===== config.mk =====
export PLATFORM = sky130hd
export DESIGN_NAME = mvpe_alu
export DESIGN_NICKNAME = d
export VERILOG_FILES = /design/src/hdl/mvpe_pkg.sv /design/src/hdl/mvpe_alu.sv
export SDC_FILE = /design/constraint.sdc
export NUM_CORES = 2
export LEC_CHECK = 0
export BUFFER_PORTS_ARGS = -buffer_cell sky130_fd_sc_hd__buf_2
export CAP_MARGIN = 10
export CORE_ASPECT_RATIO = 2
export CORE_MARGIN = 2
export CORE_UTILIZATION = 42
export DETAILED_ROUTE_END_ITERATION = 16
export MAX_ROUTING_LAYER = met4
export PLACE_DENSITY = 0.66
export SYNTH_ARGS = -nofsm -noshare
export SYNTH_HDL_FRONTEND = slang
export SYNTH_SLANG_ARGS = --single-unit

===== constraint.sdc =====
create_clock -name clk -period 27.4 [get_ports clk]
set_input_delay 5.48 -clock clk [delete_from_list [all_inputs] [get_ports clk]]
set_output_delay 5.48 -clock clk [all_outputs]
set_load 0.005 [all_outputs]

===== src/hdl/mvpe_pkg.sv =====
// Package for the parenthesized-expression maximum block.
// Holds the token and result payload types, operator codes and the ALU control type.
// No dependencies.
`default_nettype none

package mvpe_pkg;

  // Field widths.
  localparam int DIGIT_W = 4;
  localparam int OP_W    = 2;
  localparam int RES_W   = 52;
  // Exact width of every span value; magnitudes stay below 2^63.
  localparam int VALUE_W = 64;
  localparam int HALF_W  = VALUE_W / 2;
  // One span entry holds the minimum in the upper half and the maximum in the lower half.
  localparam int SPAN_W  = 2 * VALUE_W;

  // Operator codes carried by a token; the unused code decodes as add.
  localparam logic [OP_W-1:0] OP_ADD = 2'd0;
  localparam logic [OP_W-1:0] OP_SUB = 2'd1;
  localparam logic [OP_W-1:0] OP_MUL = 2'd2;

  typedef struct packed {
    logic [DIGIT_W-1:0] digit;
    logic [OP_W-1:0]    op_after;
    logic               last;
  } token_t;

  typedef struct packed {
    logic signed [RES_W-1:0] max_value;
    logic                    too_long;
  } result_t;

  // Operations of the shared arithmetic unit. A product takes three steps:
  // low by low, then the two cross terms shifted into the upper half.
  typedef enum logic [2:0] {
    ALU_ADD    = 3'd0,
    ALU_SUB    = 3'd1,
    ALU_MUL_LL = 3'd2,
    ALU_MUL_HL = 3'd3,
    ALU_MUL_LH = 3'd4
  } alu_op_t;

  typedef struct packed {
    logic    en;
    alu_op_t op;
  } alu_ctl_t;

endpackage

`default_nettype wire


===== src/hdl/mvpe_alu.sv =====
// Shared arithmetic unit: one 64-bit adder and one 32x32 multiplier with an accumulator.
// Depends on mvpe_pkg for the operation codes and widths.
`default_nettype none

module mvpe_alu (
  input  wire logic                           clk,
  input  wire mvpe_pkg::alu_ctl_t             ctl,
  input  wire logic [mvpe_pkg::VALUE_W-1:0]   x,
  input  wire logic [mvpe_pkg::VALUE_W-1:0]   y,
  output logic      [mvpe_pkg::VALUE_W-1:0]   acc
);

  logic [mvpe_pkg::HALF_W-1:0]  ma;
  logic [mvpe_pkg::HALF_W-1:0]  mb;
  logic [mvpe_pkg::VALUE_W-1:0] prod;
  logic [mvpe_pkg::VALUE_W-1:0] base;
  logic [mvpe_pkg::VALUE_W-1:0] addend;
  logic                         cin;
  logic [mvpe_pkg::VALUE_W-1:0] sum;

  // Pick the operand halves for the single multiplier.
  always_comb begin
    ma   = (ctl.op == mvpe_pkg::ALU_MUL_HL) ? x[mvpe_pkg::VALUE_W-1:mvpe_pkg::HALF_W]
                                            : x[mvpe_pkg::HALF_W-1:0];
    mb   = (ctl.op == mvpe_pkg::ALU_MUL_LH) ? y[mvpe_pkg::VALUE_W-1:mvpe_pkg::HALF_W]
                                            : y[mvpe_pkg::HALF_W-1:0];
    prod = ma * mb;
  end

  // Select what the adder sums. Only the low 64 bits of a product are kept,
  // which is exact because every product fits in a signed 64-bit value.
  always_comb begin
    case (ctl.op)
      mvpe_pkg::ALU_ADD: begin
        base   = x;
        addend = y;
        cin    = 1'b0;
      end
      mvpe_pkg::ALU_SUB: begin
        base   = x;
        addend = ~y;
        cin    = 1'b1;
      end
      mvpe_pkg::ALU_MUL_LL: begin
        base   = '0;
        addend = prod;
        cin    = 1'b0;
      end
      mvpe_pkg::ALU_MUL_HL, mvpe_pkg::ALU_MUL_LH: begin
        base   = acc;
        addend = {prod[mvpe_pkg::HALF_W-1:0], {mvpe_pkg::HALF_W{1'b0}}};
        cin    = 1'b0;
      end
      default: begin
        base   = x;
        addend = y;
        cin    = 1'b0;
      end
    endcase
    sum = base + addend + {{(mvpe_pkg::VALUE_W-1){1'b0}}, cin};
  end

  // The accumulator holds the latest result until the next enabled step.
  always_ff @(posedge clk) begin
    if (ctl.en) begin
      acc <= sum;
    end
  end

endmodule

`default_nettype wire

==> results by group <==
Status
  • Status: finished clean

STA
  • Setup-failing EPs final: 0
  • Clk_skew: 0.0134 ns
  • Post-route minimum period: 19.04 ns
  • Fin. Hold Viols: 0
  • Pins Over Slew Limit: 0
  • Final worst-path cycle share: 69.5%
  • RSZ-0062 raised after global routing: no
  • Tightest Pin Transition: 1.11 ns
  • Slew HR: 24.6%
  • Fmax: 52.5 MHz
  • Final TNS setup: 0 ns

Routing
  • DR pass1 iterations: 6
  • Drt total wl: 186000 um
  • Routed Antenna Nets: 0
  • Iteration-0 DRC Markers: 3087
  • DRC Markers: 0
  • Vias: 37800
  • Routed wire per std cell: 29.5 um
  • DR vias/cell: 5.99

CTS
  • CTS Sinks: 64
  • # hold bufs at CTS: 0
  • Worst-Skew Late Latency: 0.38 ns
  • CTS max path bufs: 2
  • Number of gates resized after CTS: 0
  • Clock-pin slew on the worst setup and hold paths: 0.07 ns
  • Post-CTS Setup Repair Bufs: 0
  • Max H-tree Level: 3
  • CTS tree: built
  • Clock Tree Root: clkbuf_16
  • Total CTS buffers: 9

Synthesis
  • Synth area leaders: fa_1 (43%), ha_1 (10%), inv_1 (8.0%), nand2_1 (6.4%), nor2_1 (5.9%)
  • Synth Instances: 4912
  • Post-synth top area cell: fa_1
  • Synth top area share: 43.2%
  • Number of synthesized flops with an enable pin: 64
  • Sequential cell area fraction in the yosys report: 4.62%
  • Cell area after synthesis: 41600 um^2
  • Share of async-settable or async-resettable flops after synthesis: 0%
  • Syn_nets: 6276
  • Yosys warns: 0
  • Synth Flop Type: edfxtp_1
  • Avg Inst Size Synth: 8.47 um^2
  • Synth unique cells: 91
  • Synth Register Bits: 64

Layout
  • Nets: 6316
  • Top flop regs: acc (64)
  • # fillers: 9830
  • Share of cells above drive strength 1: 8.84%
  • Max FFs per register: 64
  • Area Growth Syn to Fin: 7.24%
  • Biggest register: acc
  • Cell area after layout: 44600 um^2

Setup path
  • Worst Path Required: 27.51 ns
  • Critical path startpoint category: input port
  • Crit Reg-Reg Startpoint: acc[0]$_DFFE_PP_
  • CP endpoint kind: flop
  • CP max FO: 55
  • CP max stage cell: buf_4
  • Top cell by count, worst path: fa_1
  • Worst path max stage delay: 0.65 ns
  • Reg2Reg Setup Slack: 22.53 ns
  • FF-to-FF End: acc[60]$_DFFE_PP_
  • WP data arrival: 19.15 ns
  • Crit path kind: in -> reg
  • Worst-case reg-to-reg path depth: 14

Worst hold path
  • Hold path depth: 2
  • Hold worst-path end: acc[0]$_DFFE_PP_
  • Hold_sp: acc[0]$_DFFE_PP_
  • Hold WC Path Type: reg -> reg

Floorplanning
  • Ports: 197
  • Height of the die: 449 um
  • Initial Util: 42.2%
  • Core footprint: 98500 um^2
  • Row cnt: 163
  • Die width: 227 um
  • Die ar.: 102000 um^2

Placed design
  • Placed inst area: 44200 um^2
  • Port bufs: 196
  • Routability Congestion: 1.05
  • Final HPWL DP: 150000 um

Global routing
  • Vias in the first global route: 41300
  • Gr ovfl total: 0
  • GRT Total Usage: 38.3%
  • Initial antenna violation count: 28
  • First-pass GRT wire length: 268000 um
  • Pin count of the biggest net entering global routing: 65

Run
  • Number of max-cap violations: 0
[synthesized netlist by cell type, types with 40 or more instances]
library cell,instances
o21ai_0,120
xnor2_1,74
a21o_1,80
clkbuf_1,222
fa_1,898
mux2i_1,66
nor2_1,652
o21bai_1,40
inv_1,892
nand2_1,713
ha_1,333
a32o_1,63
xor2_1,54
edfxtp_1,64
a21oi_1,182
[layout by cell type, fill, tap and decap left out, drive strengths merged, types with 74 or more instances in the layout]
master | netlist | final
nand2 | 713 | 713
xnor2 | 74 | 74
buf | 43 | 301
a21oi | 184 | 184
inv | 892 | 893
nor2 | 652 | 652
fa | 898 | 898
ha | 333 | 333
o21ai | 130 | 130
a21o | 81 | 81
[final cells by class]
class	instances	area (um^2)	share of cell area, %
diodes	30	75.1	0.168
clock inverters	7	71.3	0.160
well taps	1320	1650	3.70
repair buffers	301	1770	3.97
inverters	893	3350	7.51
flip-flops and latches	64	1920	4.31
clock buffers	9	225	0.505
multi-input cells	3683	35500	79.7
[worst max-delay path by stage]
stage	start	to	slack (ns)	cells past startpoint
3_5_place_dp	ctl[1]	acc[56]$_DFFE_PP_	8.26	39
5_1_grt	ctl[1]	acc[56]$_DFFE_PP_	8.01	38
6_report	ctl[1]	acc[56]$_DFFE_PP_	8.36	39
3_3_place_gp	ctl[1]	acc[58]$_DFFE_PP_	8.35	38
2_1_floorplan	ctl[2]	acc[56]$_DFFE_PP_	11.41	41
4_1_cts	ctl[1]	acc[56]$_DFFE_PP_	8.60	39
[worst max-delay path, delay by kind of cell]
family                   cells  cell delay, ns
adder cells (fa/ha/maj)     10            4.96
AO/OA/AOI/OAI               12            2.90
AND/OR/NAND/NOR              8            2.71
buffers and inverters        6            2.32
XOR/XNOR                     2            0.38
multiplexers                 1            0.29
[routing by layer]
metal / vias up / wire, um / track usage, %
met5: - / 0 / -
met1: 19100 / 55400 / 36.4
li1: 15500 / - / -
met2: 2175 / 91400 / 63.7
met4: 0 / 25200 / 39.4
met3: 1030 / 14100 / 6.03
[cells by family (layout without fill, tap and decap cells)]
group                    count (synthesis)  count (layout)  share of synthesized area (%)
other                                    0              30                              0
flip-flops                              64              64                           4.62
multiplexers                            99              99                           2.48
buffers and inverters                 1165            1210                           10.7
XOR/XNOR                               128             128                           2.69
AO/OA/AOI/OAI                          679             679                           11.2
adder cells (fa/ha/maj)               1231            1231                           53.2
AND/OR/NAND/NOR                       1546            1546                           15.0
[through the flow]
step,instances,worst slack (ns),hold WS (ns),util [%]
floorplan,4912,11.41,0.748,-
global placement,6260,8.35,0.849,44.9
detailed placement,6261,8.26,0.875,44.9
CTS,6277,8.60,0.879,45.2
global route,6301,8.01,0.898,45.3
finish,6307,8.36,0.873,45.3
Power is not shown: default switching activity piles up to over one toggle a cycle in this logic, so the estimate is an artifact.
